## config.mk

```make
export PLATFORM = sky130hd
export DESIGN_NAME = averaging_hysteresis_thermostat_unit_flat
export DESIGN_NICKNAME = d
export VERILOG_FILES = /design/src/rtl/ahtu_pkg.sv /design/src/rtl/ahtu_in_if.sv /design/src/rtl/ahtu_out_if.sv /design/src/rtl/ahtu_divider.sv /design/src/rtl/averaging_hysteresis_thermostat_unit.sv /design/src/flat_wrapper.sv
export SDC_FILE = /design/constraint.sdc
export NUM_CORES = 1
export LEC_CHECK = 0
export BUFFER_PORTS_ARGS = -buffer_cell sky130_fd_sc_hd__buf_2
export CORE_UTILIZATION = 58
export DETAILED_ROUTE_END_ITERATION = 8
export PLACE_DENSITY = 0.88
export SLEW_MARGIN = 5
export SYNTH_ARGS = -nofsm -noshare
export SYNTH_HDL_FRONTEND = slang
export SYNTH_SLANG_ARGS = --single-unit
```

## constraint.sdc

```tcl
create_clock -name clk -period 9.2 [get_ports clk]
set_input_delay 0.92 -clock clk [delete_from_list [all_inputs] [get_ports clk]]
set_output_delay 0.92 -clock clk [all_outputs]
set_load 0.02 [all_outputs]
```

## src/rtl/ahtu_pkg.sv

```systemverilog
package ahtu_pkg;

    localparam int MV_W      = 11;
    localparam int SUM_W     = 19;
    localparam int AVG_W     = 11;
    localparam int SP_W      = 5;
    localparam int CNT_W     = 8;
    localparam int HYST_W    = 8;
    localparam int CFG_W     = 11;
    localparam int CFG_IDX_W = 3;

    localparam logic [CFG_IDX_W-1:0] REG_HYST_BELOW   = 3'd0;
    localparam logic [CFG_IDX_W-1:0] REG_HYST_ABOVE   = 3'd1;
    localparam logic [CFG_IDX_W-1:0] REG_SENSOR_ONE   = 3'd2;
    localparam logic [CFG_IDX_W-1:0] REG_SENSOR_TWO   = 3'd3;
    localparam logic [CFG_IDX_W-1:0] REG_AVERAGE_CNT  = 3'd4;
    localparam logic [CFG_IDX_W-1:0] REG_MANUAL_ON_MV = 3'd5;

    localparam int ADC_ZERO    = 12;
    localparam int ADC_FULL_MV = 1087;

    localparam logic [SUM_W-1:0] SUM_MAX = {SUM_W{1'b1}};

    localparam logic [5:0] CHAN_OFFSET [4] = '{6'd28, 6'd36, 6'd28, 6'd40};

    typedef struct packed {
        logic busy;
        logic done;
    } div_stat_t;

endpackage

```

## src/rtl/ahtu_in_if.sv

```systemverilog
interface ahtu_in_if #(
    parameter int ADC_WIDTH = 11
);
    logic                 valid;
    logic                 ready;
    logic                 action;
    logic                 control_enable;
    logic [ADC_WIDTH-1:0] pot_raw;
    logic [ADC_WIDTH-1:0] temp_one_raw;
    logic [ADC_WIDTH-1:0] hum_one_raw;
    logic [ADC_WIDTH-1:0] temp_two_raw;
    logic [ADC_WIDTH-1:0] hum_two_raw;

    modport source (
        output valid, action, control_enable, pot_raw,
        output temp_one_raw, hum_one_raw, temp_two_raw, hum_two_raw,
        input  ready
    );

    modport sink (
        input  valid, action, control_enable, pot_raw,
        input  temp_one_raw, hum_one_raw, temp_two_raw, hum_two_raw,
        output ready
    );
endinterface

```

## src/rtl/ahtu_out_if.sv

```systemverilog
interface ahtu_out_if;
    import ahtu_pkg::*;

    logic                    valid;
    logic                    ready;
    logic                    relay_on;
    logic [SP_W-1:0]         setpoint_deg;
    logic                    report_valid;
    logic signed [AVG_W-1:0] temp_one_avg;
    logic [AVG_W-1:0]        hum_one_avg;
    logic signed [AVG_W-1:0] temp_two_avg;
    logic [AVG_W-1:0]        hum_two_avg;
    logic                    no_sensor;

    modport source (
        output valid, relay_on, setpoint_deg, report_valid,
        output temp_one_avg, hum_one_avg, temp_two_avg, hum_two_avg, no_sensor,
        input  ready
    );

    modport sink (
        input  valid, relay_on, setpoint_deg, report_valid,
        input  temp_one_avg, hum_one_avg, temp_two_avg, hum_two_avg, no_sensor,
        output ready
    );
endinterface

```

## src/rtl/ahtu_divider.sv

```systemverilog
module ahtu_divider #(
    parameter int DIVIDEND_W = 23,
    parameter int DIVISOR_W  = 12
) (
    input  logic                    clk,
    input  logic                    rst_n,
    input  logic                    start,
    input  logic [DIVIDEND_W-1:0]   dividend,
    input  logic [DIVISOR_W-1:0]    divisor,
    output logic [DIVIDEND_W-1:0]   quotient,
    output ahtu_pkg::div_stat_t     stat
);
    import ahtu_pkg::*;

    localparam int STEP_W = $clog2(DIVIDEND_W + 1);

    logic [DIVISOR_W-1:0]  rem_reg;
    logic [DIVIDEND_W-1:0] q_reg;
    logic [DIVISOR_W-1:0]  den_reg;
    logic [STEP_W-1:0]     count_reg;
    logic                  busy_reg;
    logic                  done_reg;

    logic [DIVISOR_W:0]    shifted;
    logic [DIVISOR_W+1:0]  diff;
    logic                  borrow;

    always_comb
    begin
        shifted = {rem_reg, q_reg[DIVIDEND_W-1]};
        diff    = {1'b0, shifted} - {2'b00, den_reg};
        borrow  = diff[DIVISOR_W+1];
    end

    always_ff @(posedge clk or negedge rst_n)
    begin
        if (!rst_n)
        begin
            busy_reg  <= 1'b0;
            done_reg  <= 1'b0;
            count_reg <= '0;
        end
        else
        begin
            done_reg <= 1'b0;
            if (start)
            begin
                busy_reg  <= 1'b1;
                count_reg <= STEP_W'(DIVIDEND_W);
            end
            else if (busy_reg)
            begin
                count_reg <= count_reg - 1'b1;
                if (count_reg == STEP_W'(1))
                begin
                    busy_reg <= 1'b0;
                    done_reg <= 1'b1;
                end
            end
        end
    end

    always_ff @(posedge clk)
    begin
        if (start)
        begin
            rem_reg <= '0;
            q_reg   <= dividend;
            den_reg <= divisor;
        end
        else if (busy_reg)
        begin
            if (borrow)
            begin
                rem_reg <= shifted[DIVISOR_W-1:0];
            end
            else
            begin
                rem_reg <= diff[DIVISOR_W-1:0];
            end
            q_reg <= {q_reg[DIVIDEND_W-2:0], ~borrow};
        end
    end

    assign quotient  = q_reg;
    assign stat.busy = busy_reg;
    assign stat.done = done_reg;

endmodule

```

## src/rtl/averaging_hysteresis_thermostat_unit.sv

```systemverilog
// Channel    Direction  Handshake            Contents
// reading    in         valid/ready          action, enable, five raw ADC values
// status     out        valid/ready          relay, setpoint, report and averages
// cfg        in         cfg_we, no back-off  register index and data
//
// Each millivolt value passes through a constant reciprocal product, and every average is
// computed on one shared restoring divider.
// A new item is accepted only in the idle state, once the last item has finished, including
// the averages of a reporting sensor item and the relay control when it runs.
// Reset clears all control state, the sums and the count; no clearing pass is run.
// The next item is accepted while a finished result still waits in the output stage.
module averaging_hysteresis_thermostat_unit #(
    parameter int ADC_WIDTH = 11
) (
    input  logic                            clk,
    input  logic                            rst_n,
    ahtu_in_if.sink                         reading,
    ahtu_out_if.source                      status,
    input  logic                            cfg_we,
    input  logic [ahtu_pkg::CFG_IDX_W-1:0]  cfg_index,
    input  logic [ahtu_pkg::CFG_W-1:0]      cfg_data
);
    import ahtu_pkg::*;

    localparam int ADC_MAX  = (1 << ADC_WIDTH) - 1;
    localparam int MV_DEN   = ADC_MAX - ADC_ZERO;
    localparam int DIV_W    = SUM_W + 4;
    localparam int DEN_W    = CNT_W + 4;

    localparam int          RECIP_SH = 2 * ADC_WIDTH + 11;
    localparam logic [63:0] RECIP    = ((64'd1 << RECIP_SH) + 64'(MV_DEN) - 64'd1)
                                       / 64'(MV_DEN);
    localparam logic [63:0] MV_MULT  = RECIP * 64'(ADC_FULL_MV);
    localparam int          MVP_W    = 2 * ADC_WIDTH + 23;

    localparam int SP_BASE    = 22;
    localparam int SP_STEP_MV = 1000 / 4;
    localparam int SP_STEPS   = (ADC_FULL_MV + SP_STEP_MV - 1) / SP_STEP_MV;

    localparam logic [3:0] S_IDLE      = 4'd0;
    localparam logic [3:0] S_MV_START  = 4'd1;
    localparam logic [3:0] S_MV_WAIT   = 4'd2;
    localparam logic [3:0] S_COUNT     = 4'd4;
    localparam logic [3:0] S_AVG_START = 4'd5;
    localparam logic [3:0] S_AVG_WAIT  = 4'd6;
    localparam logic [3:0] S_HYST_PREP = 4'd7;
    localparam logic [3:0] S_HYST_LO   = 4'd8;
    localparam logic [3:0] S_HYST_HI   = 4'd9;
    localparam logic [3:0] S_FINISH    = 4'd10;

    logic [HYST_W-1:0] hyst_below_reg;
    logic [HYST_W-1:0] hyst_above_reg;
    logic              sensor_one_reg;
    logic              sensor_two_reg;
    logic [CNT_W-1:0]  average_count_reg;
    logic [MV_W-1:0]   manual_on_reg;

    logic [3:0]           state_reg, state_next;
    logic [1:0]           idx_reg, idx_next;
    logic                 action_reg;
    logic                 enable_reg;
    logic [ADC_WIDTH-1:0] pot_raw_reg;
    logic [ADC_WIDTH-1:0] sens_raw_reg [4];
    logic [SUM_W-1:0]     sums_reg [4];
    logic [SUM_W-1:0]     sums_next [4];
    logic [CNT_W-1:0]     sample_count_reg, sample_count_next;
    logic [CNT_W-1:0]     n_reg, n_next;
    logic [SP_W-1:0]      setpoint_reg, setpoint_next;
    logic                 relay_reg, relay_next;
    logic                 report_reg, report_next;
    logic                 none_reg, none_next;
    logic [AVG_W-1:0]     avg_reg [4];
    logic [AVG_W-1:0]     avg_next [4];
    logic [22:0]          lhs_reg, lhs_next;
    logic signed [12:0]   lo_term_reg, lo_term_next;
    logic signed [12:0]   hi_term_reg, hi_term_next;
    logic [11:0]          scale_reg, scale_next;
    logic [MV_W-1:0]      mv_reg, mv_next;

    logic                 out_valid_reg;
    logic                 out_relay_reg;
    logic [SP_W-1:0]      out_setpoint_reg;
    logic                 out_report_reg;
    logic [AVG_W-1:0]     out_avg_reg [4];
    logic                 out_none_reg;
    logic                 out_load;

    logic                 in_take;
    logic [ADC_WIDTH-1:0] raw_sel;
    logic                 raw_low;
    logic [MVP_W-1:0]     mv_prod;
    logic                 mv_event;
    logic [MV_W-1:0]      mv_val;
    logic [2:0]           sp_steps;
    logic [SP_W-1:0]      sp_calc;
    logic [19:0]          sum_add;
    logic [CNT_W:0]       n_calc;
    logic [CNT_W-1:0]     n_cfg;
    logic [22:0]          temp_dividend;
    logic [SUM_W-1:0]     sel_sum;
    logic signed [12:0]   term_sel;
    logic signed [25:0]   hyst_prod;
    logic signed [25:0]   lhs_ext;

    logic                 div_start;
    logic [DIV_W-1:0]     div_dividend;
    logic [DEN_W-1:0]     div_divisor;
    logic [DIV_W-1:0]     div_quotient;
    div_stat_t            div_stat;

    ahtu_divider #(
        .DIVIDEND_W (DIV_W),
        .DIVISOR_W  (DEN_W)
    ) u_divider (
        .clk      (clk),
        .rst_n    (rst_n),
        .start    (div_start),
        .dividend (div_dividend),
        .divisor  (div_divisor),
        .quotient (div_quotient),
        .stat     (div_stat)
    );

    assign reading.ready = (state_reg == S_IDLE);
    assign in_take       = reading.valid && reading.ready;

    always_comb
    begin
        raw_sel       = action_reg ? sens_raw_reg[idx_reg] : pot_raw_reg;
        raw_low       = (raw_sel <= ADC_WIDTH'(ADC_ZERO));
        mv_prod       = MVP_W'(raw_sel - ADC_WIDTH'(ADC_ZERO)) * MVP_W'(MV_MULT);
        mv_event      = (state_reg == S_MV_WAIT);
        mv_val        = mv_reg;
        sp_steps      = '0;
        for (int k = 0; k < SP_STEPS; k++)
        begin
            if (mv_val > MV_W'(k * SP_STEP_MV))
            begin
                sp_steps = sp_steps + 1'b1;
            end
        end
        sp_calc       = SP_W'(SP_BASE) - SP_W'(sp_steps);
        sum_add       = {1'b0, sums_reg[idx_reg]} + 20'(mv_val)
                        + 20'(CHAN_OFFSET[idx_reg]);
        n_calc        = {1'b0, sample_count_reg} + 1'b1;
        n_cfg         = (average_count_reg == '0) ? CNT_W'(1) : average_count_reg;
        temp_dividend = 23'(sums_reg[idx_reg]) * 23'd12;
        sel_sum       = sensor_one_reg ? sums_reg[0] : sums_reg[2];
        term_sel      = (state_reg == S_HYST_LO) ? lo_term_reg : hi_term_reg;
        hyst_prod     = 26'(term_sel) * $signed({14'd0, scale_reg});
        lhs_ext       = $signed({3'b000, lhs_reg});
    end

    always_comb
    begin
        if (!idx_reg[0])
        begin
            div_dividend = DIV_W'(temp_dividend);
            div_divisor  = DEN_W'(n_reg) * DEN_W'(10);
        end
        else
        begin
            div_dividend = DIV_W'(sums_reg[idx_reg]);
            div_divisor  = DEN_W'(n_reg);
        end
    end

    always_comb
    begin
        state_next        = state_reg;
        idx_next          = idx_reg;
        sums_next         = sums_reg;
        sample_count_next = sample_count_reg;
        n_next            = n_reg;
        setpoint_next     = setpoint_reg;
        relay_next        = relay_reg;
        report_next       = report_reg;
        none_next         = none_reg;
        avg_next          = avg_reg;
        lhs_next          = lhs_reg;
        lo_term_next      = lo_term_reg;
        hi_term_next      = hi_term_reg;
        scale_next        = scale_reg;
        mv_next           = mv_reg;
        div_start         = 1'b0;
        out_load          = 1'b0;

        unique case (state_reg)
            S_IDLE:
            begin
                if (in_take)
                begin
                    state_next  = S_MV_START;
                    idx_next    = '0;
                    report_next = 1'b0;
                    none_next   = 1'b0;
                    for (int i = 0; i < 4; i++)
                    begin
                        avg_next[i] = '0;
                    end
                end
            end
            S_MV_START:
            begin
                mv_next    = raw_low ? '0 : mv_prod[RECIP_SH +: MV_W];
                state_next = S_MV_WAIT;
            end
            S_MV_WAIT:
            begin
            end
            S_COUNT:
            begin
                if (n_calc >= {1'b0, n_cfg})
                begin
                    report_next = 1'b1;
                    n_next      = n_calc[CNT_W-1:0];
                    none_next   = !sensor_one_reg && !sensor_two_reg;
                    idx_next    = '0;
                    state_next  = S_AVG_START;
                end
                else
                begin
                    sample_count_next = n_calc[CNT_W-1:0];
                    state_next        = S_FINISH;
                end
            end
            S_AVG_START:
            begin
                div_start  = 1'b1;
                state_next = S_AVG_WAIT;
            end
            S_AVG_WAIT:
            begin
                if (div_stat.done)
                begin
                    if (!idx_reg[0])
                    begin
                        if (div_quotient > DIV_W'(1400))
                        begin
                            avg_next[idx_reg] = AVG_W'(1000);
                        end
                        else
                        begin
                            avg_next[idx_reg] = div_quotient[AVG_W-1:0] - AVG_W'(400);
                        end
                    end
                    else
                    begin
                        if (div_quotient > DIV_W'(1200))
                        begin
                            avg_next[idx_reg] = AVG_W'(1200);
                        end
                        else
                        begin
                            avg_next[idx_reg] = div_quotient[AVG_W-1:0];
                        end
                    end
                    if (idx_reg == 2'd3)
                    begin
                        idx_next   = '0;
                        state_next = (enable_reg && !none_reg) ? S_HYST_PREP : S_FINISH;
                    end
                    else
                    begin
                        idx_next   = idx_reg + 1'b1;
                        state_next = S_AVG_START;
                    end
                end
            end
            S_HYST_PREP:
            begin
                lhs_next     = 23'(sel_sum) * 23'd12;
                lo_term_next = ($signed({8'd0, setpoint_reg})
                                - $signed({5'd0, hyst_below_reg})) * 13'sd10 + 13'sd400;
                hi_term_next = ($signed({8'd0, setpoint_reg})
                                + $signed({5'd0, hyst_above_reg})) * 13'sd10 + 13'sd400;
                scale_next   = 12'(n_reg) * 12'd10;
                state_next   = S_HYST_LO;
            end
            S_HYST_LO:
            begin
                if (lhs_ext < hyst_prod)
                begin
                    relay_next = 1'b1;
                    state_next = S_FINISH;
                end
                else
                begin
                    state_next = S_HYST_HI;
                end
            end
            S_HYST_HI:
            begin
                if (lhs_ext > hyst_prod)
                begin
                    relay_next = 1'b0;
                end
                state_next = S_FINISH;
            end
            S_FINISH:
            begin
                if (!out_valid_reg || status.ready)
                begin
                    out_load   = 1'b1;
                    state_next = S_IDLE;
                    if (report_reg)
                    begin
                        sample_count_next = '0;
                        for (int i = 0; i < 4; i++)
                        begin
                            sums_next[i] = '0;
                        end
                    end
                end
            end
            default:
            begin
                state_next = S_IDLE;
            end
        endcase

        if (mv_event)
        begin
            if (!action_reg)
            begin
                if (enable_reg)
                begin
                    setpoint_next = sp_calc;
                end
                else
                begin
                    relay_next = (mv_val < manual_on_reg);
                end
                state_next = S_FINISH;
            end
            else
            begin
                sums_next[idx_reg] = (sum_add > 20'(SUM_MAX)) ? SUM_MAX
                                                              : sum_add[SUM_W-1:0];
                if (idx_reg == 2'd3)
                begin
                    idx_next   = '0;
                    state_next = S_COUNT;
                end
                else
                begin
                    idx_next   = idx_reg + 1'b1;
                    state_next = S_MV_START;
                end
            end
        end
    end

    always_ff @(posedge clk or negedge rst_n)
    begin
        if (!rst_n)
        begin
            hyst_below_reg    <= HYST_W'(1);
            hyst_above_reg    <= HYST_W'(1);
            sensor_one_reg    <= 1'b0;
            sensor_two_reg    <= 1'b0;
            average_count_reg <= CNT_W'(50);
            manual_on_reg     <= MV_W'(1);
        end
        else if (cfg_we)
        begin
            unique case (cfg_index)
                REG_HYST_BELOW:   hyst_below_reg    <= cfg_data[HYST_W-1:0];
                REG_HYST_ABOVE:   hyst_above_reg    <= cfg_data[HYST_W-1:0];
                REG_SENSOR_ONE:   sensor_one_reg    <= cfg_data[0];
                REG_SENSOR_TWO:   sensor_two_reg    <= cfg_data[0];
                REG_AVERAGE_CNT:  average_count_reg <= cfg_data[CNT_W-1:0];
                REG_MANUAL_ON_MV: manual_on_reg     <= cfg_data[MV_W-1:0];
                default:
                begin
                end
            endcase
        end
    end

    always_ff @(posedge clk or negedge rst_n)
    begin
        if (!rst_n)
        begin
            state_reg        <= S_IDLE;
            idx_reg          <= '0;
            sample_count_reg <= '0;
            setpoint_reg     <= SP_W'(30);
            relay_reg        <= 1'b0;
            report_reg       <= 1'b0;
            none_reg         <= 1'b0;
            out_valid_reg    <= 1'b0;
            for (int i = 0; i < 4; i++)
            begin
                sums_reg[i] <= '0;
            end
        end
        else
        begin
            state_reg        <= state_next;
            idx_reg          <= idx_next;
            sample_count_reg <= sample_count_next;
            setpoint_reg     <= setpoint_next;
            relay_reg        <= relay_next;
            report_reg       <= report_next;
            none_reg         <= none_next;
            sums_reg         <= sums_next;
            if (out_load)
            begin
                out_valid_reg <= 1'b1;
            end
            else if (status.ready)
            begin
                out_valid_reg <= 1'b0;
            end
        end
    end

    always_ff @(posedge clk)
    begin
        if (in_take)
        begin
            action_reg      <= reading.action;
            enable_reg      <= reading.control_enable;
            pot_raw_reg     <= reading.pot_raw;
            sens_raw_reg[0] <= reading.temp_one_raw;
            sens_raw_reg[1] <= reading.hum_one_raw;
            sens_raw_reg[2] <= reading.temp_two_raw;
            sens_raw_reg[3] <= reading.hum_two_raw;
        end
        n_reg       <= n_next;
        avg_reg     <= avg_next;
        lhs_reg     <= lhs_next;
        lo_term_reg <= lo_term_next;
        hi_term_reg <= hi_term_next;
        scale_reg   <= scale_next;
        mv_reg      <= mv_next;
        if (out_load)
        begin
            out_relay_reg    <= relay_reg;
            out_setpoint_reg <= setpoint_reg;
            out_report_reg   <= report_reg;
            out_avg_reg      <= avg_reg;
            out_none_reg     <= none_reg;
        end
    end

    assign status.valid        = out_valid_reg;
    assign status.relay_on     = out_relay_reg;
    assign status.setpoint_deg = out_setpoint_reg;
    assign status.report_valid = out_report_reg;
    assign status.temp_one_avg = $signed(out_avg_reg[0]);
    assign status.hum_one_avg  = out_avg_reg[1];
    assign status.temp_two_avg = $signed(out_avg_reg[2]);
    assign status.hum_two_avg  = out_avg_reg[3];
    assign status.no_sensor    = out_none_reg;

    a_no_accept_while_dividing: assert property (
        @(posedge clk) disable iff (!rst_n)
        div_stat.busy |-> !reading.ready
    ) else $error("Item accepted while the divider is busy.");

    a_done_in_wait_state: assert property (
        @(posedge clk) disable iff (!rst_n)
        div_stat.done |-> (state_reg == S_AVG_WAIT)
    ) else $error("Divider finished outside a waiting state.");

    a_count_below_max: assert property (
        @(posedge clk) disable iff (!rst_n)
        sample_count_reg != {CNT_W{1'b1}}
    ) else $error("Sample count reached its maximum without a report.");

    a_result_loaded_once: assert property (
        @(posedge clk) disable iff (!rst_n)
        out_load |=> (state_reg == S_IDLE && out_valid_reg)
    ) else $error("Result stage not loaded on finishing an item.");

endmodule

```

## src/flat_wrapper.sv

```systemverilog
// flat-port wrapper written by rule: the top's interface ports become plain ports
module averaging_hysteresis_thermostat_unit_flat import ahtu_pkg::*;
#(
    parameter int ADC_WIDTH = 11
)
  (clk, rst_n, cfg_we, cfg_index, cfg_data, reading_valid, reading_action, reading_control_enable, reading_pot_raw, reading_temp_one_raw, reading_hum_one_raw, reading_temp_two_raw, reading_hum_two_raw, reading_ready, status_valid, status_relay_on, status_setpoint_deg, status_report_valid, status_temp_one_avg, status_hum_one_avg, status_temp_two_avg, status_hum_two_avg, status_no_sensor, status_ready);
  ahtu_in_if #(.ADC_WIDTH(ADC_WIDTH)) reading_i ();
  ahtu_out_if status_i ();
  input  logic clk;
  input  logic rst_n;
  input  logic cfg_we;
  input  logic [ahtu_pkg::CFG_IDX_W-1:0] cfg_index;
  input  logic [ahtu_pkg::CFG_W-1:0] cfg_data;
  input wire logic [$bits(reading_i.valid)-1:0] reading_valid;
  input wire logic [$bits(reading_i.action)-1:0] reading_action;
  input wire logic [$bits(reading_i.control_enable)-1:0] reading_control_enable;
  input wire logic [$bits(reading_i.pot_raw)-1:0] reading_pot_raw;
  input wire logic [$bits(reading_i.temp_one_raw)-1:0] reading_temp_one_raw;
  input wire logic [$bits(reading_i.hum_one_raw)-1:0] reading_hum_one_raw;
  input wire logic [$bits(reading_i.temp_two_raw)-1:0] reading_temp_two_raw;
  input wire logic [$bits(reading_i.hum_two_raw)-1:0] reading_hum_two_raw;
  output wire logic [$bits(reading_i.ready)-1:0] reading_ready;
  output wire logic [$bits(status_i.valid)-1:0] status_valid;
  output wire logic [$bits(status_i.relay_on)-1:0] status_relay_on;
  output wire logic [$bits(status_i.setpoint_deg)-1:0] status_setpoint_deg;
  output wire logic [$bits(status_i.report_valid)-1:0] status_report_valid;
  output wire logic [$bits(status_i.temp_one_avg)-1:0] status_temp_one_avg;
  output wire logic [$bits(status_i.hum_one_avg)-1:0] status_hum_one_avg;
  output wire logic [$bits(status_i.temp_two_avg)-1:0] status_temp_two_avg;
  output wire logic [$bits(status_i.hum_two_avg)-1:0] status_hum_two_avg;
  output wire logic [$bits(status_i.no_sensor)-1:0] status_no_sensor;
  input wire logic [$bits(status_i.ready)-1:0] status_ready;
  assign reading_i.valid = reading_valid;
  assign reading_i.action = reading_action;
  assign reading_i.control_enable = reading_control_enable;
  assign reading_i.pot_raw = reading_pot_raw;
  assign reading_i.temp_one_raw = reading_temp_one_raw;
  assign reading_i.hum_one_raw = reading_hum_one_raw;
  assign reading_i.temp_two_raw = reading_temp_two_raw;
  assign reading_i.hum_two_raw = reading_hum_two_raw;
  assign reading_ready = reading_i.ready;
  assign status_valid = status_i.valid;
  assign status_relay_on = status_i.relay_on;
  assign status_setpoint_deg = status_i.setpoint_deg;
  assign status_report_valid = status_i.report_valid;
  assign status_temp_one_avg = status_i.temp_one_avg;
  assign status_hum_one_avg = status_i.hum_one_avg;
  assign status_temp_two_avg = status_i.temp_two_avg;
  assign status_hum_two_avg = status_i.hum_two_avg;
  assign status_no_sensor = status_i.no_sensor;
  assign status_i.ready = status_ready;
  averaging_hysteresis_thermostat_unit #(.ADC_WIDTH(ADC_WIDTH)) u_core (.clk(clk), .rst_n(rst_n), .reading(reading_i), .status(status_i), .cfg_we(cfg_we), .cfg_index(cfg_index), .cfg_data(cfg_data));
endmodule
```

# Word-level counts from Yosys, hierarchy flattened
# Memory sizes are Yosys's and may differ from the RTL's.
# Cells that the tools add are included.
# word_totals
ramBits	44
n_memories	1
wordCells	237
regBits	376
out_inout_bits	54
latchBits	0
rom_bits	0
# memory_table
memory	words	word_bits	rd	rd_clocked_by_memory_dff	write_ports	line	text
u_core.sens_raw_reg	4	11	1	0	4	averaging_hysteresis_thermostat_unit.sv:63	logic [ADC_WIDTH-1:0] sens_raw_reg [4];
# op_classes
mul	7
n_reduce_logical	29
add_sub_neg	17
n_div	0
n_bitwise	9
mux	87
magnitude_cmp	15
eq_ne	25
shift	0
# op_table
operator	n
2-to-1 mux 76 bit	5
2-to-1 mux 44 bit	5
2-to-1 mux 19 bit	5
bitwise mux 44 bit	2
one-hot mux 44 bit (2 select lines)	1
bitwise mux 76 bit	1
2-to-1 mux 23 bit	3
> comparator 23 x 11 -> 1 bit, second input constant	2
multiplier 45 x 33 -> 44 bit, second input constant	1
multiplier 19 x 2 -> 21 bit, second input constant	2
2-to-1 mux 8 bit	5
binary-select mux 19 bit (select 2 bit)	1
demux 19 bit (select 2 bit)	1
one-hot mux 4 bit (9 select lines)	1
2-to-1 mux 4 bit	8
bitwise AND 28 bit	1
NOT 28 bit	1
adder 13 x 10 -> 13 bit, second input constant	2
> comparator 24 x 26 -> 1 bit	1
less-than comparator 24 x 26 -> 1 bit	1
multiplier 13 x 4 -> 12 bit, second input constant	2
multiplier 13 x 12 -> 25 bit	1
bitwise OR 24 bit	1
demux 11 bit (select 2 bit)	1
65 further kinds	135

# Longest topological paths before layout
# logic_depth
word_depth	11
ltp_mapped	37

# Hierarchy
# From an unflattened synthesis, not the netlist that was laid out.
# unflattened
cells_unflattened	3112
hier_area_um2	33226.9
# modules_own_cells
mod	seq_area_each_um2	area_each_um2	instances	cells_each
averaging_hysteresis_thermostat_unit	10262.3	30347.9	1	2867
ahtu_divider	1466.4	2879.0	1	245

# Least setup slack after synthesis
# OpenSTA, ideal clock, no wires.
# synth_timing
kind	flip-flop to flip-flop
startpoint	register u_core.idx_reg[0]
endpoint	register u_core.mv_reg[9], data pin
n_path_buf	5
t_required_ns	8.934
t_arrival_ns	9.685
setup_ns	0.266
path_slack_ns	-0.751
path_stages_with_launch	34
period_less_slack_ns	9.951
cell_sequence	dfrtp_1 -> buf_6 -> mux4_2 -> mux2_4 -> nor3_1 -> and3_1 -> buf_2 -> clkbuf_1 -> clkbuf_1 -> ha_1 -> clkbuf_1 -> xnor2_1 -> fa_1 -> inv_1 -> ha_1 -> fa_1 -> fa_1 -> fa_1 -> fa_1 -> inv_1 -> fa_1 -> inv_1 -> ha_1 -> nand4_1 -> nor2_1 -> a211o_1 -> a21oi_1 -> o21ai_0 -> o31ai_1 -> a21boi_1 -> o41ai_2 -> o21ai_0 -> xnor2_1 -> nor2_1
# synth_between
elab_chain_cells	4
# synth_rtl
item	line	text
start, declared	averaging_hysteresis_thermostat_unit.sv:59	logic [1:0] idx_reg, idx_next;
start signal, assigned	averaging_hysteresis_thermostat_unit.sv:401	idx_reg <= idx_next;
memory read (4 x 11 bit) (*)	-	
2-to-1 mux 11 bit (*)	averaging_hysteresis_thermostat_unit.sv:129	raw_sel = action_reg ? sens_raw_reg[idx_reg] : pot_raw_reg;
subtractor 11 x 4 -> 12 bit	averaging_hysteresis_thermostat_unit.sv:131	mv_prod = MVP_W'(raw_sel - ADC_WIDTH'(ADC_ZERO)) * MVP_W'(MV_MULT);
multiplier 45 x 33 -> 44 bit	averaging_hysteresis_thermostat_unit.sv:131	
end signal, assigned	averaging_hysteresis_thermostat_unit.sv:437	mv_reg <= mv_next;
end, declared	averaging_hysteresis_thermostat_unit.sv:78	logic [MV_W-1:0] mv_reg, mv_next;
# Every way passes the cells marked *; elsewhere a longest branch is shown, timed or not.
# A chain may end at the register's enable or synchronous reset.

# Final worst setup path
# layout_timing
startpoint	register u_core.idx_reg[0]
endpoint	register u_core.mv_reg[8], data pin
# The elaborated chain is that of the path after synthesis.

==> results.json <==
{
  "status": "complete, no violations",
  "synthFlopType": "edfxtp_1",
  "drive_gt1_share_pct": 11.66,
  "wl_per_cell_um": 18.65,
  "cts_tree": "done",
  "htreeDepth": 2,
  "grt-ovfl-total": 0,
  "dieArea_um2": 62910,
  "worstSetupStartpoint": "u_core.idx_reg[0]$_DFF_PN0_",
  "start_util_pct": 59.06,
  "finalInstanceArea_um2": 39280,
  "drcViolationCount": 0,
  "final_common_cell": "inv_1",
  "grt_pass1_wl_um": 134600,
  "port_buffers": 129,
  "synth-seq-area-share_pct": 32.66,
  "reg2reg_to": "u_core.mv_reg[8]$_SDFFCE_PP0P_",
  "path_class": "reg2reg",
  "cp_max_fo": 9,
  "hold_class": "in2async",
  "cp_slowest_stage_delay_ns": 0.53,
  "ys_seq_elements": 418,
  "grt_use_met2_pct": 44.85,
  "synth.area.top_cells": "edfxtp_1 (22%), fa_1 (15%), ha_1 (15%), dfrtp_1 (9.3%), inv_1 (6.1%)",
  "clock_path_buffers": 3,
  "largest_register_ffs": 76,
  "reg2reg_depth": 37,
  "slew_violations": 0,
  "grt.total_usage_pct": 26.65,
  "relSlewSlack_pct": 17.74,
  "ios": 130,
  "drt_pre_antenna_iters": 6,
  "critPathArrivalTime_ns": 9.21,
  "crit-reg2reg-launch": "u_core.idx_reg[0]$_DFF_PN0_",
  "final_core_util_pct": 64.60,
  "gr-max-usage-layer": "met2",
  "viasPerCell": 5.857,
  "ant_nets": 0,
  "worst_slew_pin_slew_ns": 1.224,
  "gp_congestion": 0.9487,
  "area_delta_synth_final_pct": 9.386,
  "die-height_um": 250.8,
  "fin_worst_skew_ns": 0.02589,
  "syn_inst": 3477,
  "final_cell_mix": "inv_1 (580), ha_1 (426), nand2_1 (294)",
  "layout.nets": 4398,
  "ys_types": 86,
  "met1_usage_pct": 33.77,
  "synth_nets": 4257,
  "fp.coreArea_um2": 60810,
  "netlist.top_cell.by_area": "edfxtp_1",
  "cap_violations": 0,
  "async_flop_share_pct": 34.21,
  "required_ns": 9.51,
  "synth_edf_count": 263,
  "clk_latency_ns": 0.59,
  "syn_area_um2": 35910,
  "reg2reg_slack_ns": 0.30,
  "avgSynthCellArea_um2": 10.33,
  "yosys_warnings": 0,
  "cts_root_buffer": "clkbuf_16",
  "finalWorstPathRequiredPeriod_ns": 8.897,
  "path_clk_slew_ns": 0.06,
  "row_count": 90,
  "vias": 25980,
  "grtUsageMet3_pct": 5.291,
  "worstSetupStartpointType": "flip-flop",
  "fmax_mhz": 112.4,
  "placed_cell_area_um2": 37530,
  "grt_pass1_vias": 26640,
  "critical-path-slowest-cell": "fa_1",
  "die_x_um": 250.8,
  "synth_top_area_share_pct": 21.99,
  "numCtsBuffers": 43,
  "setup_viol": 0,
  "hold_violations": 0,
  "hold_buffers": 0,
  "setup.worst_path.end_class": "flip-flop",
  "wirelength_um": 82730,
  "grt_max_degree": 80,
  "antenna_found_initial": 5,
  "post-dp-hpwl_um": 63290,
  "finalCritPeriodShare_pct": 96.71,
  "cts.sinks": 418,
  "drtIter0Drc": 2136
}
## logic make-up after synthesis
family          count (synthesis)  synth area share [%]
compound gates                580                 10.14
xor+xnor                      178                 4.415
fa+ha+maj                     705                 30.35
buf+inv                       693                 7.285
flops                         418                 32.66
mux                           178                 5.683
simple gates                  725                 9.474
## worst max-delay path by stage
| stage | endpoint | slack (ns) | depth (start not counted) |
|---|---|---|---|
| floorplan | u_core.mv_reg[9]$_SDFFCE_PP0P_ | 0.05 | 33 |
| global placement | u_core.mv_reg[9]$_SDFFCE_PP0P_ | 0.12 | 32 |
| detailed placement | u_core.mv_reg[9]$_SDFFCE_PP0P_ | -0.15 | 32 |
| CTS | u_core.mv_reg[8]$_SDFFCE_PP0P_ | 0.03 | 33 |
| global route | u_core.mv_reg[8]$_SDFFCE_PP0P_ | -0.1 | 34 |
| finish | u_core.mv_reg[8]$_SDFFCE_PP0P_ | 0.30 | 37 |
## metrics by stage
step	hold slack [ns]	setup WS (ns)	TNS (ns)	cells
2_1_floorplan	0.4257	0.05358	0	3477
3_3_place_gp	0.4319	0.1176	0	4331
3_5_place_dp	0.4339	-0.1472	-0.2191	4331
4_1_cts	0.3872	0.03405	0	4420
5_1_grt	0.4293	-0.09795	-0.2192	4434
6_report	0.3718	0.3029	0	4436
## layout make-up
| cell class | count | area, um2 |
|---|---|---|
| multi-input combinational | 2366 | 21690 |
| fill | 4332 | 21530 |
| sequential | 418 | 11730 |
| inverter | 586 | 2200 |
| clock buffer | 58 | 1226 |
| timing repair buffer | 203 | 1215 |
| tap | 782 | 978.4 |
| clock inverter | 21 | 232.7 |
| antenna | 2 | 5.005 |
## per-layer routing
layer  part of all wire (%)  wire length (um)  up-vias
met5                   0.12               103        -
met4                    3.9              3198       12
met3                    7.9              6555      226
met2                     48             39940     1025
met1                     40             32940    12750
li1                       -                 -    11970
## Yosys cell counts, types with 51 or more instances
master	instances
o21ai_0	192
nand2_1	296
nand3_1	51
nor2_1	149
ha_1	427
and2_1	56
clkbuf_1	89
a21oi_1	139
mux2_2	85
mux2i_1	79
fa_1	277
inv_1	583
a21o_1	64
xor2_1	61
dfrtp_1	133
edfxtp_1	263
xnor2_1	115
## worst max-delay path, delay by kind of cell, from the launching register on
kind / cells / cell delay [ns]
flops: 1 / 0.51
xor+xnor: 2 / 0.31
fa+ha+maj: 10 / 4.08
compound gates: 10 / 1.96
simple gates: 2 / 0.24
buf+inv: 12 / 1.33
mux: 1 / 0.16
## what timing repair did
| item | 4_1_cts | 5_1_grt |
|---|---|---|
| endpoints found under the setup margin | 3 | 6 |
| gates resized for setup | 5 | 16 |
| pin swaps | 3 | 13 |
| buffers inserted | 10 | 15 |
Power is not shown: default switching activity piles up to over one toggle a cycle in this logic, so the estimate is an artifact.
